===== src/hdl/pcode_stack_machine_core_macros.svh =====
// Assertion macros shared by the stack machine RTL.
`ifndef PCODE_STACK_MACHINE_CORE_MACROS_SVH
`define PCODE_STACK_MACHINE_CORE_MACROS_SVH
`ifndef SYNTH
`define PCSM_ASSERT(name, clk, rstn, prop) \
  name: assert property (@(posedge clk) disable iff (!rstn) (prop)) \
    else $error("pcsm: property violated");
`define PCSM_NEVER(name, clk, rstn, expr) \
  name: assert property (@(posedge clk) disable iff (!rstn) !(expr)) \
    else $error("pcsm: forbidden condition seen");
`else
`define PCSM_ASSERT(name, clk, rstn, prop)
`define PCSM_NEVER(name, clk, rstn, expr)
`endif
`endif


===== src/hdl/pcsm_pkg.sv =====
`timescale 1ns / 1ps

package pcsm_pkg;

  // Sizes of the machine.
  localparam int unsigned STACK_DEPTH_DEFAULT = 512;
  localparam int unsigned CODE_DEPTH = 1024;
  localparam int unsigned PC_W = $clog2(CODE_DEPTH);
  localparam int unsigned WORD_BITS = 32;
  localparam int unsigned MAX_LEVEL = 15;
  localparam int unsigned FUNC_W = 3;
  localparam int unsigned LEVEL_W = 4;
  localparam int unsigned ARG_W = 31;
  localparam int unsigned IN_W = 72;
  localparam int unsigned OUT_W = 48;

  // Instruction opcodes.
  typedef enum logic [FUNC_W-1:0] {
    FN_LIT = 3'd0,
    FN_OPR = 3'd1,
    FN_LOD = 3'd2,
    FN_STO = 3'd3,
    FN_CAL = 3'd4,
    FN_INT = 3'd5,
    FN_JMP = 3'd6,
    FN_JPC = 3'd7
  } func_e;

  // Sub-operations of opr, carried in the argument.
  localparam logic [ARG_W-1:0] OPR_RET = ARG_W'(0);
  localparam logic [ARG_W-1:0] OPR_NEG = ARG_W'(1);
  localparam logic [ARG_W-1:0] OPR_ADD = ARG_W'(2);
  localparam logic [ARG_W-1:0] OPR_SUB = ARG_W'(3);
  localparam logic [ARG_W-1:0] OPR_MUL = ARG_W'(4);
  localparam logic [ARG_W-1:0] OPR_DIV = ARG_W'(5);
  localparam logic [ARG_W-1:0] OPR_ODD = ARG_W'(6);
  localparam logic [ARG_W-1:0] OPR_EQ  = ARG_W'(8);
  localparam logic [ARG_W-1:0] OPR_NE  = ARG_W'(9);
  localparam logic [ARG_W-1:0] OPR_LT  = ARG_W'(10);
  localparam logic [ARG_W-1:0] OPR_GE  = ARG_W'(11);
  localparam logic [ARG_W-1:0] OPR_GT  = ARG_W'(12);
  localparam logic [ARG_W-1:0] OPR_LE  = ARG_W'(13);
  localparam logic [ARG_W-1:0] OPR_PRT = ARG_W'(14);
  localparam logic [ARG_W-1:0] OPR_NL  = ARG_W'(15);
  localparam logic [ARG_W-1:0] OPR_RD  = ARG_W'(16);

  // Error codes reported with each result.
  typedef enum logic [1:0] {
    ERR_NONE  = 2'd0,
    ERR_RANGE = 2'd1,
    ERR_DIV0  = 2'd2
  } err_e;

  // Operations of the shared arithmetic unit.
  typedef enum logic [3:0] {
    ALU_ADD = 4'd0,
    ALU_SUB = 4'd1,
    ALU_MUL = 4'd2,
    ALU_DIV = 4'd3,
    ALU_EQ  = 4'd4,
    ALU_NE  = 4'd5,
    ALU_LT  = 4'd6,
    ALU_GE  = 4'd7,
    ALU_GT  = 4'd8,
    ALU_LE  = 4'd9
  } alu_op_e;

  typedef struct packed {
    logic    start;
    alu_op_e op;
  } alu_req_t;

  typedef struct packed {
    logic done;
    logic div0;
  } alu_rsp_t;

endpackage


===== src/hdl/pcsm_alu.sv =====
`timescale 1ns / 1ps

module pcsm_alu (
  input  logic                             clk_i,
  input  logic                             rst_ni,
  input  pcsm_pkg::alu_req_t               req_i,
  input  logic [pcsm_pkg::WORD_BITS-1:0]   a_i,
  input  logic [pcsm_pkg::WORD_BITS-1:0]   b_i,
  output pcsm_pkg::alu_rsp_t               rsp_o,
  output logic [pcsm_pkg::WORD_BITS-1:0]   result_o
);

  localparam int unsigned W = pcsm_pkg::WORD_BITS;
  localparam int unsigned CW = $clog2(W);
  localparam logic [CW-1:0] CNT_LAST = CW'(W - 1);

  logic          busy_q, busy_d;
  logic          fin_q, fin_d;
  logic          done_q, done_d;
  logic          div0_q, div0_d;
  logic          neg_q, neg_d;
  logic [CW-1:0] cnt_q, cnt_d;
  logic [W-1:0]  rem_q, rem_d;
  logic [W-1:0]  quo_q, quo_d;
  logic [W-1:0]  dvs_q, dvs_d;
  logic [W-1:0]  res_q, res_d;
  logic [W:0]    rem_sh;
  logic [W:0]    diff;

  // Non-division operations load the result register directly; division produces one quotient bit per cycle.
  always_comb begin
    busy_d = busy_q;
    fin_d  = 1'b0;
    done_d = 1'b0;
    div0_d = div0_q;
    neg_d  = neg_q;
    cnt_d  = cnt_q;
    rem_d  = rem_q;
    quo_d  = quo_q;
    dvs_d  = dvs_q;
    res_d  = res_q;
    rem_sh = {rem_q, quo_q[W-1]};
    diff   = rem_sh - {1'b0, dvs_q};

    if (req_i.start) begin
      div0_d = 1'b0;
      done_d = 1'b1;
      unique case (req_i.op)
        pcsm_pkg::ALU_ADD: res_d = a_i + b_i;
        pcsm_pkg::ALU_SUB: res_d = a_i - b_i;
        pcsm_pkg::ALU_MUL: res_d = a_i * b_i;
        pcsm_pkg::ALU_EQ:  res_d = W'(a_i == b_i);
        pcsm_pkg::ALU_NE:  res_d = W'(a_i != b_i);
        pcsm_pkg::ALU_LT:  res_d = W'($signed(a_i) < $signed(b_i));
        pcsm_pkg::ALU_GE:  res_d = W'($signed(a_i) >= $signed(b_i));
        pcsm_pkg::ALU_GT:  res_d = W'($signed(a_i) > $signed(b_i));
        pcsm_pkg::ALU_LE:  res_d = W'($signed(a_i) <= $signed(b_i));
        pcsm_pkg::ALU_DIV: begin
          if (b_i == '0) begin
            div0_d = 1'b1;
          end else begin
            // Divide magnitudes and fix the sign at the end.
            done_d = 1'b0;
            busy_d = 1'b1;
            cnt_d  = '0;
            rem_d  = '0;
            quo_d  = a_i[W-1] ? -a_i : a_i;
            dvs_d  = b_i[W-1] ? -b_i : b_i;
            neg_d  = a_i[W-1] ^ b_i[W-1];
          end
        end
        default: res_d = '0;
      endcase
    end else if (busy_q) begin
      // Restoring step: shift in one dividend bit, subtract if it fits.
      if (!diff[W]) begin
        rem_d = diff[W-1:0];
        quo_d = {quo_q[W-2:0], 1'b1};
      end else begin
        rem_d = rem_sh[W-1:0];
        quo_d = {quo_q[W-2:0], 1'b0};
      end
      cnt_d = cnt_q + CW'(1);
      if (cnt_q == CNT_LAST) begin
        busy_d = 1'b0;
        fin_d  = 1'b1;
      end
    end else if (fin_q) begin
      res_d  = neg_q ? -quo_q : quo_q;
      done_d = 1'b1;
    end
  end

  always_ff @(posedge clk_i or negedge rst_ni) begin
    if (!rst_ni) begin
      busy_q <= 1'b0;
      fin_q  <= 1'b0;
      done_q <= 1'b0;
      div0_q <= 1'b0;
    end else begin
      busy_q <= busy_d;
      fin_q  <= fin_d;
      done_q <= done_d;
      div0_q <= div0_d;
    end
  end

  always_ff @(posedge clk_i) begin
    neg_q <= neg_d;
    cnt_q <= cnt_d;
    rem_q <= rem_d;
    quo_q <= quo_d;
    dvs_q <= dvs_d;
    res_q <= res_d;
  end

  assign rsp_o    = '{done: done_q, div0: div0_q};
  assign result_o = res_q;

endmodule


===== config.mk =====
export PLATFORM = sky130hd
export DESIGN_NAME = pcsm_alu
export DESIGN_NICKNAME = d
export VERILOG_FILES = /design/src/hdl/pcode_stack_machine_core_macros.svh /design/src/hdl/pcsm_pkg.sv /design/src/hdl/pcsm_alu.sv
export SDC_FILE = /design/constraint.sdc
export NUM_CORES = 2
export LEC_CHECK = 0
export BUFFER_PORTS_ARGS = -buffer_cell sky130_fd_sc_hd__buf_2
export CAP_MARGIN = 5
export CORE_AREA = 3 3 254 256
export DETAILED_ROUTE_END_ITERATION = 10
export DIE_AREA = 0 0 257 259
export HOLD_SLACK_MARGIN = 0.08
export PLACE_DENSITY = 0.65
export SLEW_MARGIN = 20
export SYNTH_ARGS = -nofsm -noshare
export SYNTH_HDL_FRONTEND = slang
export SYNTH_SLANG_ARGS = --single-unit

===== constraint.sdc =====
create_clock -name clk_i -period 6.9 [get_ports clk_i]
set_input_delay 1.38 -clock clk_i [delete_from_list [all_inputs] [get_ports clk_i]]
set_output_delay 1.38 -clock clk_i [all_outputs]
set_load 0.03 [all_outputs]

==> metrics.cfg <==
[outcome]
status=complete, but fails checks
violations=setup timing

[yosys]
syn_nets=3884
synth-seq-cells=138
synthFlopType=edfxtp_1
syn_avg_cell_area_sq_um=8.82
syn_area_sq_um=28000
synth_warnings=0
ys_async_sr_fraction_pct=2.90
synth_seq_area_share_pct=14.7
synth.distinct_cells=73
netlist_instances=3179
synth_edf_count=134

[floorplanning]
die_area_sq_um=66600
io_pins=105
num_rows=92
dieWidth_um=257
die_h_um=259
start_util_pct=44.7
core_sq_um=62700

[hold_path]
hp-class=flip-flop to flip-flop
worstHoldStart=busy_q
min_path_cells=1
holdPathEnd=fin_q

[critical_path]
critPathArrivalTime_ps=7820
required_ps=7080
start_kind=input port
r2r_slack_ps=2350
cpPeakStageDelay_ps=560
critPathKind=input port to flip-flop
worst_path_dominant_cell_family=adder cells
rr_startpoint=quo_q[31]
worst-path-stages=27
r2r_cells=14
crit_path_frequent_cell=fa_1
critPathBufInv=7
critPathSlowestCell=fa_1
r2r-end=quo_q[0]
worstSetupEndpointType=flip-flop
path_max_fanout=6

[drt]
routed_wl_um=92500
final_antenna_net_count=0
detail_route.drc_violations=0
initialDrtViolationCount=2227
viasPerCell=5.51
wire_per_inst_um=21.3
drtPass1Iterations=6
vias=23874

[sta]
max_slew_margin_pct=27.7
maxSlewViolCount=0
hold_viol=0
worstMarginPinSlew_ps=1080
setup_viol_count_final=20
setup_ws_ps=-744
clock.fmax_mhz=131
rsz0062_at_grt=true
fin_crit_sh_pct=111
finClkSkew_ps=21.5
post-route-min-period_ps=7640

[cells_and_area]
fin_area_sq_um=33600
drive_gt1_share_pct=19.2
area_growth_pct=19.8
fillers=5667
nNetsFinal=4178

[placed_design]
pre_cts_slack_ps=-1410
port_buffers=104
place_area_sq_um=31700
dp_hpwl_um=76400
gp_congestion=0.979

[cts]
numCtsBuffers=17
cts_tree=yes
clkLatencyLatePin_ps=450
clock-sinks=138
cts.path.max_buffers=2
cts_root_buffer=clkbuf_16
ctsHoldBuffers=0
htree_levels=4
cts.reportedPaths.clkPinSlew_ps=70

[global_routing]
grt_pass1_wl_um=144000
grt_max_degree=83
grt_overflow_total=0
grt_usage_pct=28.0
antenna_found_initial=4
first_global_vias=24669

[run]
drv_cap=0

[how the worst max path moves through the flow]
stage,start,to
after global routing,b_i[5],result_o[30]
after CTS,b_i[7],result_o[30]
after detailed placement,b_i[10],result_o[30]
after floorplan,b_i[2],result_o[30]
final,b_i[7],result_o[31]
after global placement,b_i[10],result_o[30]
[metal layers]
layer / up-vias / wire length (um) / global-route usage, %
li1: 10852 / - / -
met1: 11891 / 39900 / 39.4
met2: 992 / 42100 / 44.8
met3: 139 / 7830 / 4.26
met4: 0 / 2650 / 8.25
met5: - / 0 / 0
[worst reg2reg max path, cell delays in order (launching register included)]
cell and delay (ps):
edfxtp_1 370, inv_1 60, ha_1 230, fa_1 410
nor2b_1 250, o31ai_1 180, a211oi_1 420, a211o_1 230
o22ai_1 170, a211oi_1 550, o221ai_1 280, xnor2_2 160
buf_4 510, nand2_1 310, o21ai_0 210
[area by class of cell]
| cell class | instances | area, sq um | share of cell area [%] |
|---|---|---|---|
| Antenna cell | 4 | 10.0 | 0.0298 |
| Tap cell | 846 | 1060 | 3.15 |
| Inverter | 488 | 1840 | 5.47 |
| Clock inverter | 15 | 153 | 0.455 |
| Timing Repair Buffer | 453 | 3710 | 11.1 |
| Multi-Input combinational cell | 2375 | 22300 | 66.3 |
| Clock buffer | 17 | 425 | 1.27 |
| Sequential cell | 138 | 4120 | 12.3 |
[through the flow]
| stage | setup TNS [ps] | hold slack, ps | util, % | cells |
|---|---|---|---|---|
| after floorplan | -9010 | 484 | - | 3179 |
| after global placement | -21830 | 504 | 50.6 | 4272 |
| after detailed placement | -23290 | 524 | 50.6 | 4272 |
| after CTS | -8680 | 544 | 52.9 | 4324 |
| after global routing | -12750 | 566 | 53.5 | 4335 |
| final | -9240 | 537 | 53.5 | 4336 |
[sequential cells by signal, indices dropped and copies added, names as in the netlist]
| register | flops |
|---|---|
| busy_q | 1 |
| cnt_q | 5 |
| div0_q | 1 |
| done_q | 1 |
| dvs_q | 32 |
| fin_q | 1 |
| neg_q | 1 |
| quo_q | 32 |
| rem_q | 32 |
| result_o | 32 |
[cell usage in the layout (no fill, tap or decap), drive strengths merged, types with 23 or more instances in the layout]
cell type / count
inv: 495
buf: 453
fa: 411
nand2: 313
and2: 260
ha: 223
nor2: 194
xnor2: 140
a21oi: 140
edfxtp: 134
o21ai: 109
xor2: 83
nor3: 42
o31ai: 34
nand2b: 29
nand3: 28
mux2i: 27
or3: 27
a211oi: 24
o21a: 23
[cell families after synthesis]
kind of cell    count (synthesis)  share of synthesized area, %
fa+ha+maj                     634                          39.3
simple gates                  991                          17.5
compound gates                499                          11.5
mux                            28                          1.00
buf+inv                       666                          8.98
xor+xnor                      223                          6.97
flops                         138                          14.7
[repair_timing]
action | in CTS | in global routing
hold endpoints to repair | 0 | 0
setup buffers | 24 | 8
pin swaps | 84 | 74
resized for setup | 192 | 66
setup endpoints to repair | 21 | 22
[cell usage after synthesis (all sizes together), types with 22 or more instances]
master,count,area share [%]
o31ai,34,0.91
mux2i,27,0.96
fa,411,29
inv,487,6.5
clkbuf,166,2.2
nand3,28,0.50
nor2b,22,0.49
xor2,83,2.6
nand2b,29,0.65
a211oi,24,0.64
nor2,194,2.6
and2,260,5.8
ha,223,10
nor3,42,0.77
nand2,313,4.2
xnor2,140,4.4
a21oi,140,2.5
o21ai,109,1.9
or3,27,0.60
edfxtp,134,14
o21a,23,0.62
Power is left out: the tool's default activity adds up to more than one toggle a clock period on the data nets, which glitch-free logic cannot reach.
